[src/rtl/prl_ram.sv]
`timescale 1ns / 1ps
// ----------------------------------------------------------------------------
// prl_ram
// Simple dual-port RAM: one write port, one read port with registered data.
// ----------------------------------------------------------------------------
module prl_ram #(
    parameter int WIDTH = 8,
    parameter int DEPTH = 64
) (
    input  logic                     aclk,
    input  logic                     we,
    input  logic [$clog2(DEPTH)-1:0] waddr,
    input  logic [WIDTH-1:0]         wdata,
    input  logic                     re,
    input  logic [$clog2(DEPTH)-1:0] raddr,
    output logic [WIDTH-1:0]         rdata
);

    logic [WIDTH-1:0] mem [DEPTH];
    logic [WIDTH-1:0] rdata_reg;

    always_ff @(posedge aclk) begin
        if (we) begin
            mem[waddr] <= wdata;
        end
        if (re) begin
            rdata_reg <= mem[raddr];
        end
    end

    assign rdata = rdata_reg;

endmodule

[config.mk]
export PLATFORM = sky130hd
export DESIGN_NAME = prl_ram
export DESIGN_NICKNAME = d
export VERILOG_FILES = /design/src/rtl/prl_ram.sv
export SDC_FILE = /design/constraint.sdc
export NUM_CORES = 1
export LEC_CHECK = 0
export BUFFER_PORTS_ARGS = -buffer_cell sky130_fd_sc_hd__buf_2
export CAP_MARGIN = 5
export CORE_MARGIN = 8
export CORE_UTILIZATION = 56
export DETAILED_ROUTE_END_ITERATION = 16
export HOLD_SLACK_MARGIN = 0.12
export PLACE_DENSITY_LB_ADDON = 0.05
export SLEW_MARGIN = 25
export SYNTH_ARGS = -nofsm -noshare
export SYNTH_HDL_FRONTEND = slang
export SYNTH_SLANG_ARGS = --single-unit
[constraint.sdc]
create_clock -name aclk -period 1.88 [get_ports aclk]
set_input_delay 0.094 -clock aclk [delete_from_list [all_inputs] [get_ports aclk]]
set_output_delay 0.094 -clock aclk [all_outputs]
set_load 0.02 [all_outputs]
==> results of run 1 <==
-- report_power, final --
group / total [mW] / leakage, nW / switching [mW] / internal (mW)
Clock: 10.1 / 0.795 / 4.13 / 5.97
Sequential: 12.9 / 4.69 / 0.0366 / 12.9
Combinational: 1.42 / 2.36 / 0.816 / 0.605
-- stage by stage --
stage	utilization, %	TNS (ns)	hold WS [ns]
after floorplan	-	0	0.193
after global placement	62.0	-4.15	0.497
after detailed placement	62.0	-4.20	0.496
after CTS	67.5	-0.325	0.134
after global routing	67.5	-0.463	0.175
final	67.5	-0.248	0.166
-- what timing repair did --
item / 4_1_cts / 5_1_grt
endpoints found under the setup margin: 8 / 8
setup buffers: 0 / 0
hold buffers: 13 / 0
hold endpoints to repair: 380 / 0
pin swaps: 10 / 2
resized for setup: 29 / 3
-- synth_stat cells, drive strengths merged (8+ instances only) --
cell type	n	area (µm²)
o22ai	8	50.1
buf	34	253
nand3	13	65.1
nor2	83	312
o221ai	8	70.1
nor2b	14	87.6
edfxtp	520	15600
mux2i	23	230
nand2	19	71.3
mux2	13	146
clkbuf	17	63.8
mux4	126	2840
-- worst min path at each step --
stage	start	endpoint	slack (ns)	cells after the start
after global routing	wdata[5]	mem[55][5]$_DFFE_PP_	0.17	1
final	wdata[5]	mem[62][5]$_DFFE_PP_	0.17	1
after detailed placement	re	rdata[7]$_DFFE_PP_	0.50	1
after CTS	wdata[5]	mem[53][5]$_DFFE_PP_	0.13	1
after global placement	re	rdata[7]$_DFFE_PP_	0.50	1
after floorplan	wdata[0]	mem[0][0]$_DFFE_PP_	0.19	0
-- area by class of cell --
| class | count | area share, % |
|---|---|---|
| Tap cell | 461 | 2.40 |
| Sequential cell | 520 | 65.0 |
| Multi-Input combinational cell | 369 | 18.7 |
| Clock buffer | 64 | 5.69 |
| Clock inverter | 29 | 1.25 |
| Timing Repair Buffer | 194 | 6.90 |
-- cells by family after synthesis --
family                 count (synthesis)  synth area share [%]
flip-flops                           520                  77.1
multiplexers                         162                  15.9
AND/OR/NAND/NOR                      153                  3.37
AO/OA/AOI/OAI                         54                  2.06
buffers and inverters                 51                  1.56
-- per-layer routing --
| metal | vias to the layer above | track usage [%] | part of all wire [%] |
|---|---|---|---|
| li1 | 4338 | - | - |
| met1 | 5387 | 32.5 | 43 |
| met2 | 400 | 36.6 | 49 |
| met3 | 79 | 3.20 | 6.3 |
| met4 | 0 | 6.44 | 2.3 |
| met5 | - | 0 | 0 |
-- critical path: cells and delay by family (launching register included) --
kind            cells  cell delay (ns)
compound gates      1             0.13
flops               1             0.35
mux                 2             1.05
simple gates        2             0.18
==> results.py, run 1 <==
metrics = {
    "outcome": {
        "status": "finished with violations",
        "failed_checks": "setup timing",
    },
    "clock_network": {
        "cts_max_level": 2,
        "cts_buffer_depth": 3,
        "cts_buffers": 51,
        "clock-sinks": 520,
        "path_clk_slew_ns": 0.06,
        "root_buffer": "clkbuf_16",
        "worstSkewPairLatency_ns": 0.57,
        "tritoncts": "done",
    },
    "critical_path": {
        "crit_top_cell": "mux4_2",
        "reg2reg_slack_ns": -0.09,
        "crit-reg2reg-launch": "mem[15][2]$_DFFE_PP_",
        "critPathLaunchType": "register",
        "end_kind": "register",
        "endpoint": "rdata[2]$_DFFE_PP_",
        "ff2ff_path_depth": 5,
        "reg2reg_to": "rdata[2]$_DFFE_PP_",
        "cp.required_ns": 2.20,
        "crit_path_max_incr_delay_ns": 0.54,
        "cp_slowest_cell": "mux4_2",
        "critPathArrivalTime_ns": 2.28,
        "startpoint": "mem[15][2]$_DFFE_PP_",
        "worstPathMaxFanout": 1,
        "path_cells": "mux4_2 -> mux4_2 -> nor2_1 -> nor3_1 -> o2bb2ai_1",
        "critPathKind": "reg -> reg",
    },
    "synthesis": {
        "ys_seq_area_share_pct": 77.1,
        "ys_warn_count": 0,
        "ys_ff_latch": 520,
        "synthDistinctLibCells": 39,
        "ys.flop_type": "edfxtp_1",
        "synth_edf_count": 520,
        "syn_area_per_cell_um2": 21.5,
        "synthCells": 940,
        "synth_area_um2": 20200,
        "syn_nets": 963,
        "synthArstFlopShare_pct": 0,
    },
    "power_and_ir_drop": {
        "peakVddDrop_v": 0.000878,
        "total_power_mw": 24.4,
        "cellLeakagePower_nw": 7.84,
        "power.density_nw_per_um2": 1020,
    },
    "cells_and_area": {
        "area_growth_pct": 18.6,
        "drive_gt1_share_pct": 34.5,
        "fill_cells": 2282,
        "diodes": 0,
        "largest_reg_flops": 512,
        "layout.cells.non_filler": 1637,
        "mostFrequentLayoutCell": "edfxtp_1",
        "stdcell_area_um2": 24000,
        "final-seq-area_um2": 15600,
        "final_cell_mix": "edfxtp_1, buf_4, mux4_2",
        "multiInputGateArea_um2": 4500,
        "nets": 1159,
    },
    "sta": {
        "finalHoldViolCount": 0,
        "fin_ws_ns": -0.0872,
        "max_freq_mhz": 508,
        "grt_setup_unrepaired": "true",
        "final.min_clock_period_ns": 1.97,
        "worst_pin_slew_ns": 0.757,
        "maxSlewViolCount": 0,
        "maxSlewHeadroom_pct": 49.5,
        "finalCritPeriodShare_pct": 105,
        "fin_skew_ns": 0.0142,
        "setup_viol": 4,
    },
    "placed_design": {
        "dp_cells": 1533,
        "hpwlAfterDp_um": 30500,
        "preCtsSetupSlack_ns": -0.774,
        "io_buffers": 30,
        "place_area_um2": 22000,
        "gp_congestion": 0.838,
    },
    "floorplanning": {
        "rows": 69,
        "dieWidth_um": 206,
        "ios": 31,
        "die_h_um": 206,
        "coreArea_um2": 35600,
        "initial_core_util_pct": 56.9,
        "die_area_um2": 42500,
    },
    "run": {
        "drv_cap": 0,
    },
    "global_routing": {
        "grt_pass1_vias": 10675,
        "grt_usage_pct": 22.7,
        "grt_start_max_net_pins": 65,
        "antenna_found_initial": 0,
        "grt_first_pass_wirelength_um": 70400,
        "grt.overflow.total": 0,
    },
    "detailed_routing": {
        "drt_pass1_iterations": 5,
        "via_per_inst": 6.23,
        "wl_per_cell_um": 28.5,
        "drtIter0Drc": 1017,
        "drcViolationCount": 0,
        "ant_nets": 0,
        "routed_wl_um": 46600,
        "vias": 10204,
    },
    "hold_path": {
        "min_path_type": "in -> reg",
    },
}
Power figures use the tool's default switching activity.
==> run 2, diff against run 1 <==
Settings changed: ABC_AREA from default to 1, CORE_UTILIZATION 56 to 50.
==> run 2 against run 1 <==
Compared with the run above:
- die area grew 17%
- sequential power about the same
- hold slack got worse by 0.024 ns
- the flow now finishes without violations
- clock-buffer cell count increased by 12
- synthesized cell count up 92%
==> results.py, run 2 <==
metrics = {
    "detailed_routing": {
        "wl_per_cell_um": 22.3,
        "vias": 13844,
        "drcViolationCount": 0,
        "drtIter0Drc": 1172,
        "via_per_inst": 5.56,
        "ant_nets": 0,
        "drt_pass1_iterations": 7,
        "routed_wl_um": 55700,
    },
    "critical_path": {
        "critPathArrivalTime_ns": 1.89,
        "path_cells": "nand2_1 -> nand3_1 -> nand3_1 -> nand2_1 -> nand2_1 -> nand3_1 -> nand3_1 -> nand2_1",
        "worstPathMaxFanout": 1,
        "reg2reg_to": "rdata[4]$_DFFE_PP_",
        "end_kind": "register",
        "critPathBufInv": 0,
        "crit_cells": 8,
        "critPathLaunchType": "register",
        "ff2ff_path_depth": 8,
        "crit_path_max_incr_delay_ns": 0.36,
        "cp_slowest_cell": "edfxtp_1",
        "crit_family": "simple AND/OR/NAND/NOR gates",
        "crit-reg2reg-launch": "mem[13][4]$_DFFE_PP_",
        "critPathKind": "reg -> reg",
        "reg2reg_slack_ns": 0.34,
        "cp.required_ns": 2.22,
    },
    "outcome": {
        "status": "completed",
    },
    "floorplanning": {
        "coreArea_um2": 42700,
        "ios": 31,
        "die_area_um2": 49700,
        "rows": 76,
        "initial_core_util_pct": 50.2,
        "dieWidth_um": 223,
        "die_h_um": 223,
    },
    "sta": {
        "grt_setup_unrepaired": "false",
        "maxSlewViolCount": 0,
        "fin_skew_ns": 0.0225,
        "finalCritPeriodShare_pct": 82.1,
        "worst_pin_slew_ns": 0.830,
        "fin_ws_ns": 0.336,
        "final.min_clock_period_ns": 1.54,
        "tns_ns": 0,
        "finalHoldViolCount": 0,
        "maxSlewHeadroom_pct": 44.6,
        "setup_viol": 0,
        "hold_ws_ns": 0.142,
        "max_freq_mhz": 648,
    },
    "synthesis": {
        "yosys-top-cells-area": "edfxtp_1, nand2_1, nand3_1",
        "ys_seq_area_share_pct": 72.9,
        "ys.flop_type": "edfxtp_1",
        "synth_top_area_cell": "edfxtp_1",
        "synth_commonest_cells": "nand2_1, edfxtp_1, nand3_1, nor2_1, buf_2",
        "synthArstFlopShare_pct": 0,
        "ys_warn_count": 0,
        "yosysMostFrequentCell": "nand2_1",
        "syn_nets": 1828,
        "syn_area_per_cell_um2": 11.9,
        "synth_top_area_share_pct": 72.9,
        "synth_area_um2": 21400,
        "ys_ff_latch": 520,
        "synthDistinctLibCells": 15,
        "synth_edf_count": 520,
        "synthCells": 1805,
    },
    "clock_network": {
        "post_cts_buffers": 0,
        "worstSkewPairLatency_ns": 0.60,
        "cts_resized": 0,
        "root_buffer": "clkbuf_16",
        "path_clk_slew_ns": 0.06,
        "cts_buffer_depth": 3,
        "clock-sinks": 520,
        "cts_max_level": 2,
        "tritoncts": "done",
        "cts_buffers": 54,
    },
    "placed_design": {
        "preCtsSetupSlack_ns": 0.0163,
        "hpwlAfterDp_um": 32900,
        "io_buffers": 30,
        "gp_congestion": 0.800,
    },
    "global_routing": {
        "busiest_layer": "met2",
        "grt_start_max_net_pins": 78,
        "grtUsageMet3_pct": 2.90,
        "grt.overflow.total": 0,
        "antenna_found_initial": 2,
        "grt_usage_pct": 22.3,
        "use_met1_pct": 31.4,
        "grt_first_pass_wirelength_um": 84500,
        "grt_pass1_vias": 13581,
        "grtUsageMet2_pct": 35.2,
    },
    "power_and_ir_drop": {
        "peakVddDrop_v": 0.000742,
        "power.density_nw_per_um2": 998,
        "cellLeakagePower_nw": 8.93,
    },
    "hold_path": {
        "min_to": "mem[48][7]$_DFFE_PP_",
        "min_from": "waddr[1]",
        "whs_path_depth": 3,
        "min_path_type": "in -> reg",
    },
    "run": {
        "drv_cap": 0,
    },
    "cells_and_area": {
        "final_cell_mix": "nand2_1, edfxtp_1, nand3_1",
        "area_growth_pct": 13.8,
        "largest_reg_flops": 512,
        "drive_gt1_share_pct": 11.2,
        "nets": 1932,
        "mostFrequentLayoutCell": "nand2_1",
    },
}
## run 2: cell count changes after synthesis, sizes merged, moves of 13 or more
cell / before / now
buf: 34 / 98
mux2: 13 / 0
mux2i: 23 / 0
mux4: 126 / 0
nand2: 19 / 648
nand3: 13 / 439
nor2: 83 / 56
nor2b: 14 / 0
## run 2: where the power goes
part | switching (mW) | internal (mW) | leakage (nW)
logic | 1.17 | 0.467 | 3.48
registers | 0.0347 | 12.9 | 4.69
clock network | 4.20 | 5.60 | 0.766
total | 5.40 | 18.9 | 8.93
## run 2: kinds of logic (layout without fill, tap and decap cells)
group | count (synthesis) | after routing | synth area share [%]
and+or+nand+nor | 1160 | 1160 | 23.1
other | 0 | 1 | 0
DFF | 520 | 520 | 72.9
buffers and inverters | 125 | 264 | 4.01
## run 2: routing by layer
metal  vias to the layer above  wire length [µm]
li1                       6551                 -
met1                      6754             24900
met4                         0              1720
met5                         -                 0
met3                       101              3100
met2                       438             26000
## run 2: area by class of cell
| class | instances | area (µm²) |
|---|---|---|
| well taps | 546 | 683 |
| inverters | 12 | 55.1 |
| flip-flops and latches | 520 | 15600 |
| diodes | 1 | 2.50 |
| fillers | 3530 | 18300 |
| clock buffers | 76 | 1460 |
| clock inverters | 15 | 120 |
| repair buffers | 161 | 1490 |
| multi-input cells | 1160 | 4950 |
## run 2: metrics by stage
stage	instance area (µm²)	power [mW]	utilization, %	std cells
CTS	24400	24.5	57.1	2490
floorplan	21400	14.0	-	1805
global placement	22700	14.8	53.2	2390
detailed placement	22700	14.8	53.2	2390
global route	24400	25.0	57.1	2491
finish	24400	24.3	57.1	2491
## run 2: repair_timing
item,4_1_cts,5_1_grt
endpoints found under the setup margin,0,0
hold buffers,9,0
hold endpoints to repair,361,0
## run 2: how the worst max path moves through the flow
stage	from	to	slack, ns
CTS	mem[13][4]$_DFFE_PP_	rdata[4]$_DFFE_PP_	0.36
finish	mem[13][4]$_DFFE_PP_	rdata[4]$_DFFE_PP_	0.34
floorplan	we	mem[48][0]$_DFFE_PP_	0.02
global route	mem[13][4]$_DFFE_PP_	rdata[4]$_DFFE_PP_	0.23
global placement	raddr[1]	rdata[3]$_DFFE_PP_	0.02
detailed placement	raddr[1]	rdata[3]$_DFFE_PP_	0.02
## run 2: worst min-delay path, stage by stage
cell	delay, ns
buf_2	0.19
nor4_1	0.08
buf_4	0.18
